$ cat src/sv/pid_controller_dead_zone_core_macros.svh
// Assertion macros for the PID dead-zone controller.
// Each macro expects signals named clk and rst in the calling module.
// Assertions are removed when SYNTHESIS is defined.
`ifndef PID_CONTROLLER_DEAD_ZONE_CORE_MACROS_SVH
`define PID_CONTROLLER_DEAD_ZONE_CORE_MACROS_SVH

`ifndef SYNTHESIS
// Same-cycle implication.
`define PDZ_ASSERT_IMP(lbl, ante, cons, msg) \
  lbl: assert property (@(posedge clk) disable iff (rst) (ante) |-> (cons)) \
    else $error(msg);
// Next-cycle implication.
`define PDZ_ASSERT_NXT(lbl, ante, cons, msg) \
  lbl: assert property (@(posedge clk) disable iff (rst) (ante) |=> (cons)) \
    else $error(msg);
`else
`define PDZ_ASSERT_IMP(lbl, ante, cons, msg)
`define PDZ_ASSERT_NXT(lbl, ante, cons, msg)
`endif

`endif

$ cat src/sv/pdz_pkg.sv
// Shared types, widths and constants for the PID dead-zone controller.
// Used by pdz_cfg, pdz_law and the top level.
package pdz_pkg;

  localparam int FRAC_BITS = 8;   // fraction bits of drive and integral
  localparam int GAIN_FRAC = 8;   // gains are Q8.8

  localparam int SHL = (FRAC_BITS >= GAIN_FRAC) ? FRAC_BITS - GAIN_FRAC : 0;
  localparam int SHR = (FRAC_BITS < GAIN_FRAC) ? GAIN_FRAC - FRAC_BITS : 0;

  localparam int IN_W    = 16;
  localparam int GAIN_W  = 16;
  localparam int ERR_W   = IN_W + 1;
  localparam int D1_W    = ERR_W + 1;
  localparam int D2_W    = ERR_W + 2;
  localparam int PA_W    = GAIN_W + D2_W;      // covers e, first and second difference
  localparam int PB_W    = GAIN_W + ERR_W;
  localparam int SA_W    = PA_W + SHL;
  localparam int SB_W    = PB_W + SHL;
  localparam int INT_W   = SB_W;
  localparam int INS_W   = INT_W + 1;
  localparam int DUTY_W  = 7;
  localparam int ILIM_W  = 8;
  localparam int DZ_W    = 16;
  localparam int DRV_W   = DUTY_W + FRAC_BITS + 1;
  localparam int SUM_W   = SA_W + 3;
  localparam int OUT_W   = 16;

  localparam int CFG_IDX_W  = 3;
  localparam int CFG_DATA_W = 16;

  localparam logic             MODE_RST  = 1'b1;
  localparam logic [DZ_W-1:0]   DZ_RST    = DZ_W'(30);
  localparam logic [DUTY_W-1:0] DUTY_RST  = DUTY_W'(70);
  localparam logic [ILIM_W-1:0] ILIM_RST  = ILIM_W'(100);

  localparam logic MODE_INCR = 1'b0;
  localparam logic MODE_POS  = 1'b1;

  typedef enum logic [CFG_IDX_W-1:0] {
    REG_MODE = 3'd0,
    REG_KP   = 3'd1,
    REG_KI   = 3'd2,
    REG_KD   = 3'd3,
    REG_DZ   = 3'd4,
    REG_DUTY = 3'd5,
    REG_ILIM = 3'd6
  } reg_idx_t;

  typedef struct packed {
    logic                     mode;
    logic signed [GAIN_W-1:0] kp;
    logic signed [GAIN_W-1:0] ki;
    logic signed [GAIN_W-1:0] kd;
    logic [DZ_W-1:0]          dead_zone;
    logic [DUTY_W-1:0]        duty_limit;
    logic [ILIM_W-1:0]        integral_limit;
  } cfg_t;

  typedef struct packed {
    logic signed [ERR_W-1:0] err_last;
    logic signed [ERR_W-1:0] err_prev;
    logic signed [DRV_W-1:0] drive;
    logic signed [INT_W-1:0] integ;
  } state_t;

endpackage

$ cat src/sv/pdz_cfg.sv
// Configuration register bank for the PID dead-zone controller.
// Depends on pdz_pkg for register indexes, reset values and cfg_t.
module pdz_cfg import pdz_pkg::*; (
  input  logic                  clk,
  input  logic                  rst,
  input  logic                  cfg_wr_en,
  input  logic [CFG_IDX_W-1:0]  cfg_index,
  input  logic [CFG_DATA_W-1:0] cfg_data,
  output cfg_t                  cfg
);

  always_ff @(posedge clk) begin
    if (rst) begin
      cfg.mode           <= MODE_RST;
      cfg.kp             <= '0;
      cfg.ki             <= '0;
      cfg.kd             <= '0;
      cfg.dead_zone      <= DZ_RST;
      cfg.duty_limit     <= DUTY_RST;
      cfg.integral_limit <= ILIM_RST;
    end else if (cfg_wr_en) begin
      case (reg_idx_t'(cfg_index))
        REG_MODE: cfg.mode           <= cfg_data[0];
        REG_KP:   cfg.kp             <= $signed(cfg_data[GAIN_W-1:0]);
        REG_KI:   cfg.ki             <= $signed(cfg_data[GAIN_W-1:0]);
        REG_KD:   cfg.kd             <= $signed(cfg_data[GAIN_W-1:0]);
        REG_DZ:   cfg.dead_zone      <= cfg_data[DZ_W-1:0];
        REG_DUTY: cfg.duty_limit     <= cfg_data[DUTY_W-1:0];
        REG_ILIM: cfg.integral_limit <= cfg_data[ILIM_W-1:0];
        default: ;  // drop writes to unused indexes
      endcase
    end
  end

endmodule

$ cat src/sv/pdz_law.sv
// Control law for one tick: error, dead zone, incremental or positional PID.
// Purely combinational; depends on pdz_pkg for cfg_t, state_t and widths.
module pdz_law import pdz_pkg::*; (
  input  logic signed [IN_W-1:0] target,
  input  logic signed [IN_W-1:0] measured,
  input  cfg_t                   cfg,
  input  state_t                 st,
  output state_t                 nxt,
  output logic                   dz
);

  logic signed [ERR_W-1:0] err;
  logic [ERR_W-1:0]        err_mag;
  logic signed [D1_W-1:0]  d1;
  logic signed [D2_W-1:0]  d2;
  logic signed [D2_W-1:0]  opa;
  logic signed [D2_W-1:0]  opc;
  logic signed [PA_W-1:0]  prod_a;
  logic signed [PB_W-1:0]  prod_b;
  logic signed [PA_W-1:0]  prod_c;
  logic signed [SA_W-1:0]  sa;
  logic signed [SB_W-1:0]  sb;
  logic signed [SA_W-1:0]  sc;
  logic [DRV_W-1:0]        drv_mag;
  logic [DRV_W-1:0]        dlim_u;
  logic                    windup_ok;
  logic signed [INS_W-1:0] ilim_s;
  logic signed [INS_W-1:0] integ_sum;
  logic signed [INT_W-1:0] integ_clamp;
  logic signed [INT_W-1:0] integ_pos;
  logic signed [SUM_W-1:0] dlim_s;
  logic signed [SUM_W-1:0] pos_sum;
  logic signed [SUM_W-1:0] inc_sum;
  logic signed [SUM_W-1:0] sum_sel;
  logic signed [DRV_W-1:0] drv_clamp;

  assign err     = ERR_W'(target) - ERR_W'(measured);
  assign err_mag = err[ERR_W-1] ? ERR_W'(-err) : ERR_W'(err);
  assign dz      = err_mag < {1'b0, cfg.dead_zone};

  assign d1 = D1_W'(err) - D1_W'(st.err_last);
  assign d2 = D2_W'(err) - (D2_W'(st.err_last) <<< 1) + D2_W'(st.err_prev);

  // Share three multipliers between the two modes
  assign opa = (cfg.mode == MODE_POS) ? D2_W'(err) : D2_W'(d1);
  assign opc = (cfg.mode == MODE_POS) ? D2_W'(d1) : d2;

  assign prod_a = PA_W'(cfg.kp) * PA_W'(opa);
  assign prod_b = PB_W'(cfg.ki) * PB_W'(err);
  assign prod_c = PA_W'(cfg.kd) * PA_W'(opc);

  // Rescale Q8 products to the drive fraction, flooring when narrowing
  assign sa = (SA_W'(prod_a) <<< SHL) >>> SHR;
  assign sb = (SB_W'(prod_b) <<< SHL) >>> SHR;
  assign sc = (SA_W'(prod_c) <<< SHL) >>> SHR;

  // Anti-windup for positional mode: integrate only while the last drive magnitude is below the limit
  assign drv_mag   = st.drive[DRV_W-1] ? DRV_W'(-st.drive) : DRV_W'(st.drive);
  assign dlim_u    = DRV_W'({cfg.duty_limit, {FRAC_BITS{1'b0}}});
  assign windup_ok = drv_mag < dlim_u;

  assign ilim_s    = INS_W'({cfg.integral_limit, {FRAC_BITS{1'b0}}});
  assign integ_sum = INS_W'(st.integ) + INS_W'(sb);

  always_comb begin
    if (integ_sum > ilim_s) begin
      integ_clamp = INT_W'(ilim_s);
    end else if (integ_sum < -ilim_s) begin
      integ_clamp = INT_W'(-ilim_s);
    end else begin
      integ_clamp = INT_W'(integ_sum);
    end
  end

  assign integ_pos = windup_ok ? integ_clamp : st.integ;

  assign pos_sum = SUM_W'(sa) + SUM_W'(integ_pos) + SUM_W'(sc);
  assign inc_sum = SUM_W'(st.drive) + SUM_W'(sa) + SUM_W'(sb) + SUM_W'(sc);
  assign sum_sel = (cfg.mode == MODE_POS) ? pos_sum : inc_sum;
  assign dlim_s  = SUM_W'({cfg.duty_limit, {FRAC_BITS{1'b0}}});

  always_comb begin
    if (sum_sel > dlim_s) begin
      drv_clamp = DRV_W'(dlim_s);
    end else if (sum_sel < -dlim_s) begin
      drv_clamp = DRV_W'(-dlim_s);
    end else begin
      drv_clamp = DRV_W'(sum_sel);
    end
  end

  always_comb begin
    nxt.err_last = err;
    nxt.err_prev = st.err_last;
    if (dz) begin
      nxt.drive = '0;
      nxt.integ = '0;
    end else if (cfg.mode == MODE_POS) begin
      nxt.drive = drv_clamp;
      nxt.integ = integ_pos;
    end else begin
      // incremental mode leaves this tick's Ki*e as the integral seed
      nxt.drive = drv_clamp;
      nxt.integ = INT_W'(sb);
    end
  end

endmodule

$ cat src/sv/pid_controller_dead_zone_core.sv
// PID controller with dead zone; depends on pdz_pkg, pdz_cfg, pdz_law and the macro header.
// Each item is held in the input register, then its result is registered in the result
// register once that is free or draining. Throughput: one item per cycle unless the output
// stalls; the tick's law is one pass through pdz_law between the input register and the
// result register, which also updates state. Reset (synchronous, rst high): clears error
// history, drive, integral and both stage valids, and loads the register defaults.
`include "pid_controller_dead_zone_core_macros.svh"

module pid_controller_dead_zone_core import pdz_pkg::*; (
  input  logic                  clk,
  input  logic                  rst,
  input  logic                  cfg_wr_en,
  input  logic [CFG_IDX_W-1:0]  cfg_index,
  input  logic [CFG_DATA_W-1:0] cfg_data,
  input  logic                  s_axis_tvalid,
  output logic                  s_axis_tready,
  input  logic [31:0]           s_axis_tdata,   // [15:0] target, [31:16] measured
  output logic                  m_axis_tvalid,
  input  logic                  m_axis_tready,
  output logic [15:0]           m_axis_tdata,   // [15:0] drive
  output logic [0:0]            m_axis_tuser    // [0] in_dead_zone
);

  cfg_t   cfg;
  state_t st;
  state_t st_next;
  logic   dz_next;

  logic                   in_valid;
  logic signed [IN_W-1:0] in_target;
  logic signed [IN_W-1:0] in_measured;
  logic                   out_valid;
  logic [OUT_W-1:0]       out_drive;
  logic                   out_dz;

  logic                    in_accept;
  logic                    advance;
  logic signed [DRV_W-1:0] dlim_s;

  pdz_cfg u_cfg (
    .clk       (clk),
    .rst       (rst),
    .cfg_wr_en (cfg_wr_en),
    .cfg_index (cfg_index),
    .cfg_data  (cfg_data),
    .cfg       (cfg)
  );

  pdz_law u_law (
    .target   (in_target),
    .measured (in_measured),
    .cfg      (cfg),
    .st       (st),
    .nxt      (st_next),
    .dz       (dz_next)
  );

  // Advance the held item when the result register is free or draining
  assign advance       = in_valid && (!out_valid || m_axis_tready);
  assign s_axis_tready = !in_valid || advance;
  assign in_accept     = s_axis_tvalid && s_axis_tready;

  always_ff @(posedge clk) begin
    if (rst) begin
      in_valid <= 1'b0;
    end else if (in_accept) begin
      in_valid <= 1'b1;
    end else if (advance) begin
      in_valid <= 1'b0;
    end
  end

  always_ff @(posedge clk) begin
    if (in_accept) begin
      in_target   <= $signed(s_axis_tdata[15:0]);
      in_measured <= $signed(s_axis_tdata[31:16]);
    end
  end

  always_ff @(posedge clk) begin
    if (rst) begin
      out_valid <= 1'b0;
      st        <= '0;
    end else begin
      if (advance) begin
        out_valid <= 1'b1;
        st        <= st_next;
      end else if (m_axis_tready) begin
        out_valid <= 1'b0;
      end
    end
  end

  always_ff @(posedge clk) begin
    if (advance) begin
      out_drive <= OUT_W'(st_next.drive);
      out_dz    <= dz_next;
    end
  end

  assign m_axis_tvalid   = out_valid;
  assign m_axis_tdata    = out_drive;
  assign m_axis_tuser[0] = out_dz;

  assign dlim_s = DRV_W'({cfg.duty_limit, {FRAC_BITS{1'b0}}});

  `PDZ_ASSERT_IMP(a_dz_zero_drive, out_valid && out_dz, out_drive == '0,
    "dead-zone result carries nonzero drive")
  `PDZ_ASSERT_NXT(a_dz_zero_integ, advance && dz_next, st.integ == '0,
    "integral not cleared in dead zone")
  `PDZ_ASSERT_NXT(a_drive_bound, advance,
    (st.drive <= $past(dlim_s)) && (st.drive >= -$past(dlim_s)),
    "drive state outside duty limit")
  `PDZ_ASSERT_NXT(a_out_hold, out_valid && !m_axis_tready,
    out_valid && $stable(out_drive) && $stable(out_dz),
    "stalled result changed")
  `PDZ_ASSERT_NXT(a_in_hold, in_valid && !advance,
    in_valid && $stable(in_target) && $stable(in_measured) && $stable(st),
    "held item or state changed while blocked")

endmodule
$ cat config.mk
export PLATFORM = sky130hd
export DESIGN_NAME = pid_controller_dead_zone_core
export DESIGN_NICKNAME = d
export VERILOG_FILES = /design/src/sv/pdz_pkg.sv /design/src/sv/pdz_cfg.sv /design/src/sv/pdz_law.sv /design/src/sv/pid_controller_dead_zone_core.sv
export VERILOG_INCLUDE_DIRS = /design/src /design/src/sv
export SDC_FILE = /design/constraint.sdc
export NUM_CORES = 2
export LEC_CHECK = 0
export BUFFER_PORTS_ARGS = -buffer_cell sky130_fd_sc_hd__buf_2
export CORE_ASPECT_RATIO = 0.5
export CORE_UTILIZATION = 40
export DETAILED_ROUTE_END_ITERATION = 10
export RECOVER_POWER = 50
export SLEW_MARGIN = 15
export SYNTH_ARGS = -nofsm -noshare
export SYNTH_HDL_FRONTEND = slang
export SYNTH_SLANG_ARGS = --single-unit
export TNS_END_PERCENT = 20
$ cat constraint.sdc
create_clock -name clk -period 26.2 [get_ports clk]
set_input_delay 1.31 -clock clk [delete_from_list [all_inputs] [get_ports clk]]
set_output_delay 1.31 -clock clk [all_outputs]
set_load 0.01 [all_outputs]
**Yosys cells after proc, flatten, opt, wreduce, memory -nomap -nowiden**

Cells that the tools add are included.

- $add $sub $neg: 14
- Multipliers: 3
- $lt $le $gt $ge: 6
- Equal/unequal tests: 6
- Mux-type cells: 16
- Reduce and logical (&&, ||, !) cells: 16

Operators by type and width:

| operator | number |
|---|---|
| two-way mux 33 bit | 4 |
| multiplier 16 x 19 -> 35 bit | 2 |
| two-way mux 49 bit | 1 |
| two-way mux 16 bit | 3 |
| adder 38 x 35 -> 38 bit | 1 |
| > comparator 38 x 16 -> 1 bit | 1 |
| less-than comparator 38 bit | 1 |
| two-way mux 19 bit | 2 |
| two-way mux 38 bit | 1 |
| negation 15 -> 38 bit | 1 |
| adder 36 x 33 -> 37 bit | 1 |
| adder 36 x 35 -> 37 bit | 1 |
| adder 16 x 35 -> 36 bit | 1 |
| adder 35 x 33 -> 36 bit | 1 |
| adder 33 x 33 -> 34 bit | 1 |
| > comparator 34 x 17 -> 1 bit | 1 |
| less-than comparator 34 bit | 1 |
| negation 16 -> 34 bit | 1 |
| multiplier 16 x 17 -> 33 bit | 1 |
| adder 19 x 17 -> 19 bit | 1 |
| subtractor 17 x 18 -> 19 bit | 1 |
| subtractor 17 x 17 -> 18 bit | 1 |
| less-than comparator 17 x 16 -> 1 bit | 1 |
| two-way mux 17 bit | 1 |
| other kinds (14) | 30 |

- Bits in registers: 214
- Input bits: 56
- Output and inout bits: 19

**Longest topological paths before layout**

- Word-level depth: 14
- Mapped depth: 83

**Hierarchy**

A second synthesis with hierarchy kept.

- Cells, all modules: 6537
- Area total of the unflattened synthesis: 57258.7 um^2

By module, submodules not included:

| module | instances | cells an instance | area an instance (um^2) |
|---|---|---|---|
| pdz_law | 1 | 5825 | 48738.0 |
| pid_controller_dead_zone_core | 1 | 419 | 5292.6 |
| pdz_cfg | 1 | 293 | 3228.1 |

**Least setup slack after synthesis**

No wires, ideal clock.

- Path type: flip-flop to flip-flop
- Start: register in_measured[0]
- End: register out_drive[11], in the netlist m_axis_tdata[11], data pin
- Setup time: 266 ps
- Arrival: 16868 ps
- Slack: 9067 ps
- Cell stages (with the launch flop): 74
- Path buffers: 4
- Path through: edfxtp_1 -> ha_1 -> fa_1 -> nor2b_1 -> o21ai_2 -> a21boi_2 -> o31ai_1 -> a21oi_1 -> nand3_1 -> a21bo_2 -> a31oi_1 -> clkinv_1 -> clkbuf_1 -> nand2_1 -> inv_1 -> fa_1 -> fa_1 -> clkbuf_1 -> [... 38 more ...] -> xnor2_1 -> nand2b_1 -> o21ai_0 -> inv_1 -> ha_1 -> nand3_1 -> nor2_1 -> nand4_1 -> or4b_2 -> o31ai_1 -> o2111ai_1 -> nor4_1 -> nand4bb_1 -> nor4_2 -> a21o_2 -> buf_4 -> mux2i_1 -> nor2_1

RTL lines:

| element | line | text |
|---|---|---|
| from (decl) | pid_controller_dead_zone_core.sv:31 | `logic signed [IN_W-1:0] in_measured;` |
| from (signal assigned) | pid_controller_dead_zone_core.sv:76 | `in_measured <= $signed(s_axis_tdata[31:16]);` |
| to (signal assigned) | pid_controller_dead_zone_core.sv:96 | `out_drive <= OUT_W'(st_next.drive);` |
| to (decl) | pid_controller_dead_zone_core.sv:33 | `logic [OUT_W-1:0] out_drive;` |

==> reports/metrics.cfg <==
[synthesis]
synth_fa_ha_area_frac = 0.469
synth_common_cells = inv_1, fa_1, nand2_1, ha_1, and2_1
syn-cell-area_um2 = 55600
synth_top_family_by_area = adder cells
synth_mux_area_frac = 0.00897
synth_compound_area_frac = 0.132
synth-edff-count = 49
synth_simple_gate_area_frac = 0.171
yosys_warnings = 0
async_reset_ff_frac = 0
ys.flop_type = dfxtp_1
ys_ff_latch = 214
syn_avg_cell_area_um2 = 8.58
synth_top_area_frac = 0.346
synth_cells = 6488
synth_largest_area_cell = fa_1
synth_fp_nets = 8052
yosysSeqAreaShare = 0.0858
ys_top_cells_by_area = fa_1, ha_1, inv_1
yosysMostFrequentCell = inv_1
synth.distinct_cells = 98
synth_xor_area_frac = 0.0433

[place]
dpl_cell_area_um2 = 58200
place_inst = 8250
finalWeightedCongestion = 1.01
dpl.hpwl_um = 144000
portBuffers = 74
place_ws_ns = 5.70

[floorplanning]
io_pins = 75
dieArea_um2 = 141000
die_h_um = 266
start_util = 0.405
rows = 96
coreArea_um2 = 138000
die_w_um = 529

[power]
total_power_mw = 3.34
power_switching_mw = 1.85
combPwrFrac = 0.754
power.clock.fraction = 0.129
swShare = 0.553
vdd_drop_max_v = 0.0000615
internal_power_mw = 1.49
seqPwrFrac = 0.117
p_leak_nw = 27.0
powerDensity_nw_per_um2 = 56.5

[timing]
setup_viol_count_final = 0
grt_setup_unrepaired = no
hold_viol = 0
maxSlewViolCount = 167
fin_worst_skew_ns = 0.0207
setup_tns_ns = 0
timing.final.crit_share = 0.797
slew_headroom = -1.86
timing.fmax_ghz = 0.0479
setup_ws_ns = 5.31
tightest_slew_ns = 4.30
fin_crit_ns = 20.89

[grt]
gr-total-overflow = 0
grt_pass1_wl_um = 272000
grt_util_all_layers = 0.253
first_global_vias = 44583
grt_max_degree = 87
antenna_found_initial = 12

[clock_tree]
clk_pin_slew_ns = 0.07
cts_tree = built
postCtsHoldBufs = 0
clk_latency_ns = 0.61
cts-root-buf = clkbuf_16
post-cts-setup-buffer-count = 0
cts_max_path_buffers = 3
cts_resized = 0
numCtsBuffers = 26
htreeDepth = 1
cts_num_sinks = 214

[drt]
via_per_inst = 5.45
wire_per_inst_um = 21.3
finalWirelength_um = 176000
drc = 0
drt-initial-drc-count = 4275
ant_nets = 0
drt_first_pass_iters = 5
vias = 45230

[layout]
seq_area_um2 = 4780
final_nets = 7980
drive_gt1_frac = 0.0477
design_area_um2 = 59100
area_delta_synth_final_pct = 6.22
multi_input_area_um2 = 46000
stdcell_count = 8299
fillers = 13760

[critical_path]
critPathCaptureType = flop
critPathRequiredTime_ns = 26.63
crit_path_max_incr_delay_ns = 0.93
criticalPathCategory = reg -> reg
critPathMaxFanout = 32
crit_top_cell = fa_1
start_kind = flop
crit_arrival_ns = 21.32
cp_slowest_cell = clkinv_1

[outcome]
violations = capacitance limit, slew limit
status = finished, violations left

[min_path]
hp-class = reg -> reg

[job]
maxCapViolCount = 3

## cell type report
type | instances | area share
antenna | 1 | 0.0000423
clock buffer | 32 | 0.0128
clock inverter | 16 | 0.00360
inverter | 1057 | 0.0671
multi-input combinational | 4956 | 0.779
sequential | 214 | 0.0809
tap | 1862 | 0.0394
timing repair buffer | 161 | 0.0169
## sequential cells by signal, summed over array words and instances (netlist names)
signal,count
st,83
u_cfg.cfg,80
in_measured,16
in_target,16
m_axis_tdata,16
in_valid,1
m_axis_tuser,1
m_axis_tvalid,1
## power groups by stage
stage	Combinational [mW]	Clock [mW]	Sequential, mW
floorplan	1.68	0	0.382
global placement	2.45	0	0.399
global route	2.74	0.447	0.393
detailed placement	2.45	0	0.398
finish	2.52	0.431	0.391
CTS	2.46	0.437	0.391
## through the flow
step | utilization | hold slack, ns
floorplan | - | 0.432
global placement | 0.423 | 0.437
detailed placement | 0.423 | 0.444
CTS | 0.430 | 0.454
global route | 0.430 | 0.469
finish | 0.430 | 0.453
## path summary, 6_finish.rpt
kind,start,end,slack [ns],depth (start not counted)
worst max-delay path,in_measured[0],m_axis_tdata[10],5.31,74
worst min-delay path,st[78],st[61],0.45,2
worst max register to register,in_measured[0],m_axis_tdata[10],5.31,74
worst min register to register,st[78],st[61],0.45,2
## cells in the final DEF (no fill, tap or decap), types with 18 or more instances in the layout
master / count
inv_1: 1053
fa_1: 961
nand2_1: 931
ha_1: 547
and2_1: 336
a21oi_1: 318
nor2_1: 266
o21ai_0: 210
xnor2_1: 198
dfxtp_1: 163
a21o_1: 115
buf_4: 84
xor2_1: 71
nand3_1: 70
nor3_1: 66
nor2b_1: 65
nand2b_1: 63
buf_2: 63
o21a_1: 55
a211oi_1: 50
edfxtp_1: 49
and3_1: 36
o31ai_1: 33
mux2i_1: 32
or2_2: 31
o21bai_1: 29
a31oi_1: 29
clkbuf_16: 29
o211ai_1: 28
a211o_1: 25
nand4_1: 25
or3_1: 24
a22oi_1: 20
nor4_1: 18
## cell families (layout without fill, tap and decap cells)
family                     Yosys count  in the layout
buffers and inverters             1318           1266
AOI/OAI and AO/OA                 1122           1122
DFF                                214            214
and+or+nand+nor                   2001           2001
adders and majority gates         1510           1510
other                                0              1
xor gates and xnor gates           275            275
muxes                               48             48
## metal layers
layer  up-vias  global-route usage  share of wire
li1      20783                   -              -
met1     22613               0.376           0.46
met2      1564               0.384           0.43
met3       252              0.0329          0.079
met4        18              0.0729          0.033
met5         -                   0        0.00070
## critical path: cells and delay by family, from the launching register on
family / cells / cell delay [ns]
AOI/OAI and AO/OA: 26 / 6.87
adders and majority gates: 14 / 5.79
and+or+nand+nor: 22 / 4.30
buffers and inverters: 8 / 1.83
xor gates and xnor gates: 3 / 1.09
muxes: 1 / 0.39
DFF: 1 / 0.37
(Power assumes the default switching activity.)
